[src/rtl/mcr_pkg.sv]
package mcr_pkg;

   localparam int RADIUS_BITS = 12;
   localparam int STEP_X_W    = RADIUS_BITS + 1;
   localparam int STEP_Y_W    = RADIUS_BITS + 2;
   localparam int DEC_W       = RADIUS_BITS + 4;
   localparam int CENTER_W    = 15;
   localparam int COORD_W     = CENTER_W + 2;
   localparam int DIM_W       = 13;
   localparam int PIX_W       = 12;
   localparam int COLOR_W     = 16;
   localparam int PIX_IDX_W   = 3;

   localparam logic [PIX_IDX_W-1:0] PIX_LAST = PIX_IDX_W'(7);

   localparam logic OP_START = 1'b0;
   localparam logic OP_STEP  = 1'b1;

   localparam logic CSR_WIDTH  = 1'b0;
   localparam logic CSR_HEIGHT = 1'b1;

   localparam logic [DIM_W-1:0] WIDTH_RESET  = DIM_W'(240);
   localparam logic [DIM_W-1:0] HEIGHT_RESET = DIM_W'(320);

   typedef struct packed {
      logic                       idle;
      logic [STEP_X_W-1:0]        x;
      logic [STEP_X_W-1:0]        y;
      logic signed [CENTER_W-1:0] cx;
      logic signed [CENTER_W-1:0] cy;
      logic [COLOR_W-1:0]         color;
      logic                       done;
   } job_type;

   typedef struct packed {
      logic [PIX_W-1:0]   px;
      logic [PIX_W-1:0]   py;
      logic [COLOR_W-1:0] color;
      logic               valid;
      logic               last;
      logic               done;
   } pixel_type;

endpackage

[src/rtl/mcr_iter.sv]
module mcr_iter
   import mcr_pkg::*;
(
   input  logic                       clock,
   input  logic                       reset,
   input  logic                       load,
   input  logic                       step,
   input  logic signed [CENTER_W-1:0] center_x,
   input  logic signed [CENTER_W-1:0] center_y,
   input  logic [RADIUS_BITS-1:0]     radius,
   input  logic [COLOR_W-1:0]         pen_color,
   output job_type                    snap
);

   logic [STEP_X_W-1:0]        x_ff, x_in;
   logic [STEP_Y_W-1:0]        y_ff, y_in;
   logic [DEC_W-1:0]           d_ff, d_in;
   logic signed [CENTER_W-1:0] cx_ff, cx_in;
   logic signed [CENTER_W-1:0] cy_ff, cy_in;
   logic [COLOR_W-1:0]         color_ff, color_in;
   logic                       busy_ff, busy_in;

   logic [DEC_W-1:0]    x_s, y_s, d_next;
   logic [STEP_X_W-1:0] x_next;
   logic [STEP_Y_W-1:0] y_next;
   logic                done;

   always_comb begin
      x_s    = {{(DEC_W-STEP_X_W){1'b0}}, x_ff};
      y_s    = {{(DEC_W-STEP_Y_W){y_ff[STEP_Y_W-1]}}, y_ff};
      x_next = x_ff + STEP_X_W'(1);
      if (d_ff[DEC_W-1]) begin
         d_next = d_ff + (x_s << 2) + DEC_W'(6);
         y_next = y_ff;
      end else begin
         d_next = d_ff + ((x_s - y_s) << 2) + DEC_W'(10);
         y_next = y_ff - STEP_Y_W'(1);
      end
      done = $signed({1'b0, x_next}) > $signed(y_next);
   end

   always_comb begin
      x_in     = x_ff;
      y_in     = y_ff;
      d_in     = d_ff;
      cx_in    = cx_ff;
      cy_in    = cy_ff;
      color_in = color_ff;
      busy_in  = busy_ff;
      if (load) begin
         x_in     = '0;
         y_in     = {{(STEP_Y_W-RADIUS_BITS){1'b0}}, radius};
         d_in     = DEC_W'(3) - ({{(DEC_W-RADIUS_BITS){1'b0}}, radius} << 1);
         cx_in    = center_x;
         cy_in    = center_y;
         color_in = pen_color;
         busy_in  = 1'b1;
      end else if (step && busy_ff) begin
         x_in    = x_next;
         y_in    = y_next;
         d_in    = d_next;
         busy_in = !done;
      end
   end

   always_ff @(posedge clock) begin
      if (reset) begin
         busy_ff <= 1'b0;
      end else begin
         busy_ff <= busy_in;
      end
      x_ff     <= x_in;
      y_ff     <= y_in;
      d_ff     <= d_in;
      cx_ff    <= cx_in;
      cy_ff    <= cy_in;
      color_ff <= color_in;
   end

   // snapshot of the current iteration, before the update
   always_comb begin
      snap.idle  = !busy_ff;
      snap.x     = x_ff;
      snap.y     = y_ff[STEP_X_W-1:0];
      snap.cx    = cx_ff;
      snap.cy    = cy_ff;
      snap.color = color_ff;
      snap.done  = busy_ff ? done : 1'b1;
   end

endmodule

[src/rtl/mcr_pixel.sv]
module mcr_pixel
   import mcr_pkg::*;
(
   input  job_type              job,
   input  logic [PIX_IDX_W-1:0] idx,
   input  logic [DIM_W-1:0]     screen_width,
   input  logic [DIM_W-1:0]     screen_height,
   output pixel_type            pix
);

   logic [STEP_X_W-1:0] off_h, off_v;
   logic [COORD_W-1:0]  cx_e, cy_e, oh_e, ov_e, px_c, py_c;
   logic                ok;

   // idx[2] swaps the axes, idx[0] mirrors x, idx[1] mirrors y
   always_comb begin
      off_h = idx[2] ? job.y : job.x;
      off_v = idx[2] ? job.x : job.y;
      cx_e  = {{(COORD_W-CENTER_W){job.cx[CENTER_W-1]}}, job.cx};
      cy_e  = {{(COORD_W-CENTER_W){job.cy[CENTER_W-1]}}, job.cy};
      oh_e  = {{(COORD_W-STEP_X_W){1'b0}}, off_h};
      ov_e  = {{(COORD_W-STEP_X_W){1'b0}}, off_v};
      px_c  = idx[0] ? cx_e - oh_e : cx_e + oh_e;
      py_c  = idx[1] ? cy_e - ov_e : cy_e + ov_e;
      ok    = !job.idle
              && !px_c[COORD_W-1] && !py_c[COORD_W-1]
              && (px_c < {{(COORD_W-DIM_W){1'b0}}, screen_width})
              && (py_c < {{(COORD_W-DIM_W){1'b0}}, screen_height})
              && (px_c[COORD_W-2:PIX_W] == '0)
              && (py_c[COORD_W-2:PIX_W] == '0);
      pix.px    = ok ? px_c[PIX_W-1:0] : '0;
      pix.py    = ok ? py_c[PIX_W-1:0] : '0;
      pix.color = job.idle ? '0 : job.color;
      pix.valid = ok;
      pix.last  = job.idle || (idx == PIX_LAST);
      pix.done  = job.done;
   end

endmodule

[src/rtl/midpoint_circle_rasterizer_core.sv]
// A step request's pixels pass through the job register and then the rsp output register.
// Output: a step gives eight pixels, one pixel per cycle from the output register while
// rsp_tready allows; start requests give no output; an idle step gives one result.
// Reset: synchronous, active high; returns to idle, screen size 240 x 320.
module midpoint_circle_rasterizer_core
   import mcr_pkg::*;
(
   input  logic        clock,
   input  logic        reset,
   input  logic        req_tvalid,
   output logic        req_tready,
   input  logic [63:0] req_tdata,  // center_x, center_y, radius, pen_color, zero pad
   input  logic [0:0]  req_tuser,  // opcode
   output logic        rsp_tvalid,
   input  logic        rsp_tready,
   output logic [39:0] rsp_tdata,  // pixel_x, pixel_y, pixel_color
   output logic [1:0]  rsp_tuser,  // pixel_valid, circle_done
   output logic        rsp_tlast,
   input  logic        csr_valid,
   output logic        csr_ready,
   input  logic        csr_index,
   input  logic [12:0] csr_data
);

   logic [DIM_W-1:0]     width_ff, width_in;
   logic [DIM_W-1:0]     height_ff, height_in;
   logic                 job_valid_ff, job_valid_in;
   job_type              job_ff, job_in;
   logic [PIX_IDX_W-1:0] idx_ff, idx_in;
   logic                 rsp_valid_ff, rsp_valid_in;
   pixel_type            rsp_ff, rsp_in;

   job_type   snap;
   pixel_type pix;
   logic      advance, job_end, req_fire, load, step;

   assign csr_ready = 1'b1;

   always_comb begin
      width_in  = width_ff;
      height_in = height_ff;
      if (csr_valid) begin
         case (csr_index)
            CSR_WIDTH:  width_in  = csr_data;
            CSR_HEIGHT: height_in = csr_data;
            default:    width_in  = width_ff;
         endcase
      end
   end

   assign advance    = job_valid_ff && (!rsp_valid_ff || rsp_tready);
   assign job_end    = advance && pix.last;
   assign req_tready = !job_valid_ff || job_end;
   assign req_fire   = req_tvalid && req_tready;
   assign load       = req_fire && (req_tuser[0] == OP_START);
   assign step       = req_fire && (req_tuser[0] == OP_STEP);

   mcr_iter u_iter (
      .clock     (clock),
      .reset     (reset),
      .load      (load),
      .step      (step),
      .center_x  (req_tdata[14:0]),
      .center_y  (req_tdata[29:15]),
      .radius    (RADIUS_BITS'(req_tdata[41:30])),
      .pen_color (req_tdata[57:42]),
      .snap      (snap)
   );

   mcr_pixel u_pixel (
      .job           (job_ff),
      .idx           (idx_ff),
      .screen_width  (width_ff),
      .screen_height (height_ff),
      .pix           (pix)
   );

   always_comb begin
      job_valid_in = job_valid_ff;
      job_in       = job_ff;
      idx_in       = idx_ff;
      if (job_end) begin
         job_valid_in = 1'b0;
      end else if (advance) begin
         idx_in = idx_ff + PIX_IDX_W'(1);
      end
      if (step) begin
         job_valid_in = 1'b1;
         job_in       = snap;
         idx_in       = '0;
      end
      rsp_valid_in = rsp_valid_ff;
      rsp_in       = rsp_ff;
      if (advance) begin
         rsp_valid_in = 1'b1;
         rsp_in       = pix;
      end else if (rsp_tready) begin
         rsp_valid_in = 1'b0;
      end
   end

   always_ff @(posedge clock) begin
      if (reset) begin
         width_ff     <= WIDTH_RESET;
         height_ff    <= HEIGHT_RESET;
         job_valid_ff <= 1'b0;
         rsp_valid_ff <= 1'b0;
      end else begin
         width_ff     <= width_in;
         height_ff    <= height_in;
         job_valid_ff <= job_valid_in;
         rsp_valid_ff <= rsp_valid_in;
      end
      job_ff <= job_in;
      idx_ff <= idx_in;
      rsp_ff <= rsp_in;
   end

   assign rsp_tvalid = rsp_valid_ff;
   assign rsp_tdata  = {rsp_ff.color, rsp_ff.py, rsp_ff.px};
   assign rsp_tuser  = {rsp_ff.done, rsp_ff.valid};
   assign rsp_tlast  = rsp_ff.last;

endmodule

[config.mk]
export PLATFORM = sky130hd
export DESIGN_NAME = midpoint_circle_rasterizer_core
export DESIGN_NICKNAME = d
export VERILOG_FILES = /design/src/rtl/mcr_pkg.sv /design/src/rtl/mcr_iter.sv /design/src/rtl/mcr_pixel.sv /design/src/rtl/midpoint_circle_rasterizer_core.sv
export SDC_FILE = /design/constraint.sdc
export NUM_CORES = 1
export LEC_CHECK = 0
export BUFFER_PORTS_ARGS = -buffer_cell sky130_fd_sc_hd__buf_4
export CAP_MARGIN = 30
export CORE_MARGIN = 4
export CORE_UTILIZATION = 62
export DETAILED_ROUTE_END_ITERATION = 10
export GPL_ROUTABILITY_DRIVEN = 0
export PLACE_DENSITY = 0.94
export SYNTH_ARGS = -nofsm -noshare
export SYNTH_HDL_FRONTEND = slang
export SYNTH_SLANG_ARGS = --single-unit
[constraint.sdc]
create_clock -name clock -period 9.6 [get_ports clock]
set_clock_uncertainty 0.15 [all_clocks]
set_input_delay 0.48 -clock clock [delete_from_list [all_inputs] [get_ports clock]]
set_output_delay 0.48 -clock clock [all_outputs]
set_load 0.005 [all_outputs]
* Word-level counts from Yosys, hierarchy flattened *
Index checks and enable logic that the tools add are counted.

word-level totals
  logic and storage cells = 92
  output and inout port bits = 46
  register bits = 238

cells by class
  order comparisons = 3
  reductions and logical operators = 30
  add/subtract/negate cells = 13
  mux-type cells = 16
  eq/ne operators = 1
  bitwise logic cells = 3

operators by type and width
  operator               count
  $mux 16                3
  $lt 17x13->1           2
  $mux 17                2
  $add 15x14->16         2
  $sub 15x14->16         2
  $mux 13                2
  $mux 12                2
  $add 16x15->16         1
  $add 16x16->16         1
  $add 16x3->16 const B  1
  $add 16x4->16 const B  1
  $gt 14x14->1           1
  $mux 14                1
  $sub 14x1->14 const B  1
  $sub 14x14->14         1
  $sub 2x13->14 const A  1
  $add 13x1->13 const B  1
  $logic_and 1x1->1      12
  $logic_not 4->1        2
  $logic_not 1->1        7
  $mux 1                 6
  $reduce_and 2->1       3
  $reduce_bool 2->1      3
  $add 3x1->3 const B    1
  other kinds (3)        7

* Logic depth before layout (Yosys ltp) *
Gate-level depths: netlist of the first run.

  depth in word-level cells = 10
  mapped depth = 28
  gate-level depth less buffers = 22

* Modules after synthesis *
A second synthesis of the first run with hierarchy kept.

second synthesis, totals
  cell total of the unflattened synthesis = 1355
  area, all modules = 14388.8 um^2

modules (own cells, without submodules)
  module                           area each (um^2)  times used  cells each  seq. area each (um^2)
  mcr_iter                         6231.0            1           608         2512.4
  midpoint_circle_rasterizer_core  4733.3            1           264         4134.0
  mcr_pixel                        3424.5            1           483         0.0

* Worst setup path before layout of the first run *
No wires, ideal clock.

  kind = register to register
  start = register idx_ff[2]
  end = register rsp_ff, in the netlist rsp_tdata[13] (data pin)
  buffers on the path = 6
  cell stages (with the launch flop) = 28
  setup slack = 3563 ps
  data arrival time = 5737 ps
  setup time = 150 ps
  data required time = 9300 ps
  cell sequence = dfxtp_1 buf_2 buf_2 buf_1 buf_1 clkbuf_1 mux2i_1 ha_1 o21ai_0 o21bai_1 o31a_1 o21ai_0 xor2_1 ha_1 a21o_1 o21ai_0 o21ba_2 nor2_1 xnor2_1 ha_1 a22oi_1 nand4_1 a2111oi_0 o21ai_0 a211oi_1 nand4_4 buf_6 nor3b_2

on the way
  cells in the longest elaborated chain, start to end = 10
  elaborated cells between the ends (all ways) = 20
  those cells by class = add/sub: 4; order compare: 2; mux: 4; reduce/logical: 10

ends and longest elaborated chain
  element                                                                line                                    text
  start: declaration                                                     midpoint_circle_rasterizer_core.sv:29   logic [PIX_IDX_W-1:0] idx_ff, idx_in;
  start signal: assignment                                               midpoint_circle_rasterizer_core.sv:115  idx_ff <= idx_in;
  parallel branches: the longest is 10 deep, another holds $lt 17x13->1  -
  end signal: assignment                                                 midpoint_circle_rasterizer_core.sv:116  rsp_ff <= rsp_in;
  end: declaration                                                       midpoint_circle_rasterizer_core.sv:31   pixel_type rsp_ff, rsp_in;

Several ways; the timed one is not identified.
A chain may end at the register's enable or synchronous reset.

* Final worst setup path of the first run *
  start = register idx_ff[2]
  end = register rsp_ff, in the netlist rsp_tdata[14] (data pin)

The elaborated chain is that of the path after synthesis.

==> impl_metrics.csv, run 1 <==
group,metric,value,unit
synth,netlist.area_leader.share,40.41,%
drt,via_count,11120,
final_layout,drive_above_1_share,14.70,%
drt,first_pass_iters,6,
clock_tree,htree_levels,1,
global_routing,track_usage,27.49,%
run_status,status,"completed",
final_layout,antenna_cells,0,
synth,synth_async_sr_flop_share,0,%
synth,synthDistinctLibCells,66,
final_layout,fin_cells,1783,
synth,ys_warn_count,0,
worst_setup_path,arrival,6.88,ns
die,std_cell_rows,54,
synth,ys_seq_area_share,47.08,%
synth,synth.largest_area_cell,"edfxtp_1",
synth,syn_nets,1545,
worst_setup_path,reg2reg_slack,2.91,ns
timing,min_period,6.686,ns
drt,via_per_inst,6.236,
die,die_w,158.9,um
timing,slew_violations,0,
drt,avgRoutedWirePerCell,20.06,um
placement,dp_hpwl,23.61,mm
die,die_y,158.9,um
global_routing,grt-ovfl-total,0,
timing,fmax,0.1496,GHz
worst_setup_path,r2r_cells,21,
drt,drt_wl_total,35.77,mm
clock_tree,clkSinkCount,237,
pwr,cellLeakagePower,6.708,nW
timing,setup_viol,0,
pwr,peakVddDrop,133.3,uV
worst_setup_path,criticalPathCategory,"reg -> reg",
global_routing,grt_max_degree,73,
die,die_area,0.02525,sq mm
clock_tree,numCtsBuffers,26,
global_routing,grt_antenna_before_repair,0,
final_layout,fill_cells,1310,
synth,synth-seq-cells,237,
drt,drtAntennaViolNets,0,
clock_tree,clk_pin_slew_worst_paths,0.06,ns
synth,synth_area,0.01412,sq mm
pwr,cellPowerDensity,181.5,mW/mm^2
clock_tree,post_cts_buffers,0,
synth,ys_top_cells_by_area,"edfxtp_1 40%, ha_1 12%, dfxtp_1 6.7%",
clock_tree,cts_root_buffer,"clkbuf_16",
worst_setup_path,cp_max_fo,69,
clock_tree,cts_resized,0,
timing,timing_hold_violations_final,0,
worst_setup_path,worstSetupStartpoint,"idx_ff[2]$_SDFFE_PP0P_",
worst_setup_path,r2r_start,"idx_ff[2]$_SDFFE_PP0P_",
worst_hold_path,min_path_type,"in -> reg",
timing,post-route-period-util,69.65,%
placement,port_buffers,122,
die,core_area,0.02209,sq mm
synth,synth_edf_count,190,
synth,syn_avg_cell_area,10.72,sq um
clock_tree,cts_tree,"done",
final_layout,area_delta_synth_final,18.29,%
worst_setup_path,endpoint_kind,"flop",
synth,synth_most_common_cell,"edfxtp_1",
timing,max_slew_margin,34.71,%
timing,grt_setup_unrepaired,"false",
drt,drt-initial-drc-count,1212,
die,io_pins,130,
drt,drc_errors,0,
timing,final.setup.tns,0,ns
worst_setup_path,required,9.79,ns
synth,synth_common_cells,"190 x edfxtp_1, 139 x ha_1, 101 x a21oi_1",
synth,synth_ff_type,"edfxtp_1",
placement,post-place-cells,1689,
global_routing,grt_pass1_wl,57.43,mm
die,initial_core_util,63.90,%
flow_run,maxCapViolCount,0,
worst_setup_path,reg2reg_to,"rsp_tdata[14]$_SDFFCE_PN0P_",
clock_tree,clk_latency,0.53,ns
synth,synth_cells,1317,
worst_setup_path,crit_end,"rsp_tdata[14]$_SDFFCE_PN0P_",
clock_tree,clock_path_buffers,3,
global_routing,grt_pass1_vias,11190,
final_layout,fin_nets,1711,
worst_setup_path,critPathLaunchType,"flop",
timing,worst_slew_pin_slew,0.9793,ns
per-stage QoR:
stage	util (%)	cell area, sq um	worst slack [ns]	hold WS (ns)	power, mW
finish	75.59	16700	2.914	0.01559	3.031
global route	75.59	16700	2.661	0.01074	3.160
CTS	75.59	16700	3.180	0.01494	3.011
detailed placement	69.23	15290	3.276	0.2545	1.898
global placement	69.19	15290	3.505	0.2505	1.854
floorplan	-	14120	3.563	0.2503	1.707
layout make-up:
type | instances | area, sq um | share of cell area [%]
inverters | 74 | 277.8 | 1.663
multi-input cells | 968 | 7043 | 42.17
clock buffers | 34 | 732.0 | 4.383
flip-flops and latches | 237 | 6648 | 39.81
clock inverters | 14 | 212.7 | 1.274
repair buffers | 176 | 1436 | 8.601
well taps | 280 | 350.3 | 2.098
critical path, stage by stage, from the launching register on:
cell       delay [ns]
dfxtp_2          0.33
buf_4            0.61
mux2i_1          0.36
ha_1             0.22
o21ai_0          0.13
o21ai_0          0.29
o21ai_0          0.24
xor2_1           0.23
ha_1             0.41
nand3_1          0.14
nand3b_1         0.22
a21oi_1          0.35
xor2_1           0.19
ha_1             0.27
and3_1           0.21
nand3_1          0.11
nand4_1          0.11
a2111oi_0        0.41
o21ai_0          0.20
a211oi_1         0.40
nand4_4          0.53
nor3b_1          0.39
placed cells by master, fill, tap and decap left out, types with 61 or more instances in the layout:
cell type    n
inv_1       72
o21ai_0     65
nor2_1      89
xnor2_1     61
nand2_1     97
ha_1       139
buf_4      130
a21oi_1    101
edfxtp_1   190
routing by layer:
layer / wire [um] / global-route usage [%] / part of all wire [%]
met1: 13680 / 33.10 / 38
met2: 18120 / 50.21 / 51
met3: 2386 / 3.940 / 6.7
met4: 1584 / 10.18 / 4.4
met5: 0 / 0 / 0
how the worst min path moves through the flow:
stage,start,endpoint,cells past startpoint
4_1_cts,csr_data[4],width_ff[4]$_SDFFE_PP1P_,2
6_report,csr_data[4],width_ff[4]$_SDFFE_PP1P_,2
3_5_place_dp,u_iter.cy_ff[10]$_DFFE_PP_,job_ff[27]$_DFFE_PP_,0
5_1_grt,csr_data[4],width_ff[4]$_SDFFE_PP1P_,2
2_1_floorplan,u_iter.color_ff[9]$_DFFE_PP_,job_ff[10]$_DFFE_PP_,0
3_3_place_gp,u_iter.color_ff[3]$_DFFE_PP_,job_ff[4]$_DFFE_PP_,0
where the power goes:
group / total, mW / internal (mW) / switching (mW)
logic: 0.717 / 0.308 / 0.409
clock network: 1.10 / 0.675 / 0.428
registers: 1.21 / 1.17 / 0.0390
total: 3.03 / 2.16 / 0.876
registers in the layout, indices dropped and copies added (netlist names):
signal,count
u_iter.d_ff,15
u_iter.color_ff,16
width_ff,13
rsp_tdata,40
rsp_tuser,2
job_ff,74
u_iter.cy_ff,15
rsp_tvalid,1
height_ff,13
u_iter.y_ff,14
u_iter.busy_ff,1
job_valid_ff,1
u_iter.x_ff,13
rsp_tlast,1
idx_ff,3
u_iter.cx_ff,15
cell families (layout without fill, tap and decap cells):
logic type,after synthesis,in the layout,synth area share (%)
other cells,1,1,0.02656
fa+ha+maj,144,144,13.03
flops,237,237,47.08
buf+inv,112,298,3.173
mux,36,36,2.606
compound gates,289,289,12.83
xor+xnor,108,108,6.807
simple gates,390,390,14.45
timing repair:
item | in CTS | in global routing
hold buffers | 46 | 0
setup endpoints to repair | 0 | 0
hold endpoints to repair | 46 | 0
Power figures use the tool's default switching activity.
==> inputs of run 2 (changes only) <==
Settings changed: CORE_UTILIZATION 62 to 55, PLACE_DENSITY 0.94 to 0.89.
Clock period 9.6 ns to 6.1 ns, I/O delays scaled along.
==> run 2 against run 1 <==
Compared with the run above: core utilization decreased by 8.7 points; critical endpoint is now rsp_tdata[19]$_SDFFCE_PN0P_; global-route usage decreased by 4.0 points; cell area increased by 0.90%; clock power increased by 42%; fmax increased by 16%; largest power group unchanged; sequential cell count unchanged; sequential share of layout area decreased by 0.34 points.
==> impl_metrics.csv, run 2 (synthesized netlist as in run 1, its figures left out) <==
group,metric,value,unit
clock_tree,numCtsBuffers,25,
drt,via_per_inst,5.897,
worst_setup_path,cp_cell_sequence,"mux2i_1, ha_1, o21ai_0, o21ai_0, o21ai_0, xor2_1, ha_1, nand3_1, nand3b_1, a21oi_1, xor2_1, ha_1, and3_1, nand3_1, nand4_1, a2111oi_0, o21ai_0, a211oi_2, nand4_4, buf_4, nor3b_1",
drt,avgRoutedWirePerCell,18.57,um
timing,worst_slew_pin_slew,0.9553,ns
die,die_w,168.2,um
final_layout,fill_cells,1776,
final_layout,finalInstanceArea,0.01685,sq mm
clock_tree,clk_pin_slew_worst_paths,0.07,ns
clock_tree,clock_path_buffers,3,
placement,dpl_cell_area,0.01536,sq mm
timing,fmax,0.1728,GHz
worst_setup_path,critPathLaunchType,"flop",
pwr,cellLeakagePower,6.735,nW
final_layout,fin_nets,1728,
global_routing,grt_max_degree,74,
placement,port_buffers,122,
worst_hold_path,hold_end,"u_iter.y_ff[4]$_DFFE_PP_",
timing,max_slew_margin,36.31,%
pwr,cellPowerDensity,271.8,mW/mm^2
timing,post-route-period-util,94.85,%
pwr,peakVddDrop,181.0,uV
final_layout,final_common_cell,"edfxtp_1",
final_layout,final_cell_mix,"190 x edfxtp_1, 139 x ha_1, 130 x buf_4",
final_layout,antenna_cells,0,
global_routing,grt_antenna_before_repair,0,
final_layout,register_area,0.006650,sq mm
clock_tree,clkSinkCount,237,
worst_setup_path,endpoint_kind,"flop",
drt,first_pass_iters,5,
worst_hold_path,min_from,"req_tdata[34]",
die,io_pins,130,
placement,post-place-cells,1740,
die,die_area,0.02829,sq mm
worst_setup_path,reg2reg_to,"rsp_tdata[19]$_SDFFCE_PN0P_",
final_layout,drive_above_1_share,14.35,%
pwr,totalPowerFinal,4.580,mW
global_routing,grt_pass1_vias,10980,
final_layout,multi_input_area,0.007053,sq mm
worst_setup_path,r2r_cells,21,
worst_setup_path,criticalPathCategory,"reg -> reg",
worst_setup_path,r2r_start,"idx_ff[2]$_SDFFE_PP0P_",
drt,wl_met3,2.032,mm
worst_hold_path,min_path_type,"in -> reg",
clock_tree,clk_latency,0.52,ns
worst_setup_path,cp_top_family,"compound AO/OA/AOI/OAI gates",
drt,met1_length,13.26,mm
worst_setup_path,slowest_delay,0.47,ns
worst_hold_path,hold-path-cell-count,3,
drt,drt_wl_total,34.34,mm
timing,slew_violations,0,
timing,setup_viol,0,
run_status,status,"completed",
worst_setup_path,cp_common_cell,"o21ai_0",
drt,drt-initial-drc-count,923,
final_layout,area_delta_synth_final,19.36,%
clock_tree,cts_root_buffer,"clkbuf_16",
clock_tree,htree_levels,1,
drt,via_count,10900,
timing,final.setup.tns,0,ns
flow_run,maxCapViolCount,0,
placement,dp_hpwl,23.72,mm
drt,highest-signal-layer,"met4",
worst_setup_path,reg2reg_slack,0.31,ns
global_routing,track_usage,23.45,%
worst_setup_path,path_buf_inv,1,
clock_tree,post_cts_buffers,0,
timing,setup_ws,0.3143,ns
worst_setup_path,arrival,5.99,ns
worst_setup_path,required,6.30,ns
global_routing,grt_pass1_wl,54.61,mm
final_layout,largest_reg_flops,74,
drt,drtAntennaViolNets,0,
die,core_area,0.02518,sq mm
timing,timing_hold_violations_final,0,
global_routing,grt-ovfl-total,0,
final_layout,fin_cells,1849,
final_layout,largest_register,"job_ff",
worst_setup_path,slowest_stage,"dfxtp_4",
drt,drc_errors,0,
die,initial_core_util,56.06,%
die,std_cell_rows,58,
worst_setup_path,cp_max_fo,25,
clock_tree,cts_tree,"done",
drt,wl_met2,17.68,mm
die,die_y,168.2,um
placement,preCtsSetupSlack,0.3663,ns
timing,min_period,5.786,ns
-- run 2: changes by cell type in the layout (fill, tap and decap cells not counted), moves of 2 or more --
cell,change
clkbuf_1,+4
clkbuf_16,-2
clkbuf_8,-2
dlygate4sd3_1,+17
-- run 2: metal layers --
metal / track usage (%) / vias to the layer above
met3: 3.240 / 99
met1: 27.30 / 5186
met4: 8.080 / 0
met5: 0 / -
met2: 44.06 / 429
li1: - / 5190
-- run 2: worst max path at each step --
stage | startpoint | cells after the start | endpoint | slack (ns)
4_1_cts | idx_ff[2]$_SDFFE_PP0P_ | 22 | rsp_tdata[23]$_SDFFCE_PN0P_ | 0.34
2_1_floorplan | idx_ff[2]$_SDFFE_PP0P_ | 27 | rsp_tdata[13]$_SDFFCE_PN0P_ | 0.06
3_5_place_dp | idx_ff[2]$_SDFFE_PP0P_ | 21 | rsp_tdata[23]$_SDFFCE_PN0P_ | 0.37
3_3_place_gp | idx_ff[2]$_SDFFE_PP0P_ | 22 | rsp_tdata[14]$_SDFFCE_PN0P_ | 0.49
6_report | idx_ff[2]$_SDFFE_PP0P_ | 21 | rsp_tdata[19]$_SDFFCE_PN0P_ | 0.31
5_1_grt | idx_ff[1]$_SDFFE_PP0P_ | 21 | rsp_tdata[14]$_SDFFCE_PN0P_ | -0.01
-- run 2: timing repair --
item | 4_1_cts | 5_1_grt
endpoints found under the setup margin | 0 | 25
hold endpoints to repair | 76 | 0
resized for setup | 0 | 4
hold buffers | 63 | 0
-- run 2: cell type report --
class | instances | share of cell area [%]
Clock buffer | 34 | 3.973
Clock inverter | 12 | 1.002
Inverter | 74 | 1.648
Multi-Input combinational cell | 968 | 41.86
Sequential cell | 237 | 39.47
Tap cell | 330 | 2.450
Timing Repair Buffer | 194 | 9.601
-- run 2: worst min-delay path, cell delays in order --
cell	delay [ns]
buf_4	0.10
nor2_1	0.06
a21oi_1	0.11
-- run 2: where the power goes --
group,internal [mW],switching (mW)
Sequential,1.84,0.0593
Clock,0.940,0.623
Combinational,0.489,0.625
Total,3.27,1.31
-- run 2: per-stage QoR --
step | util (%) | hold WS [ns]
6_report | 66.91 | 0.02227
5_1_grt | 66.91 | 0.03903
4_1_cts | 66.85 | 0.001282
3_5_place_dp | 61.02 | 0.2545
3_3_place_gp | 60.99 | 0.2502
2_1_floorplan | - | 0.2503
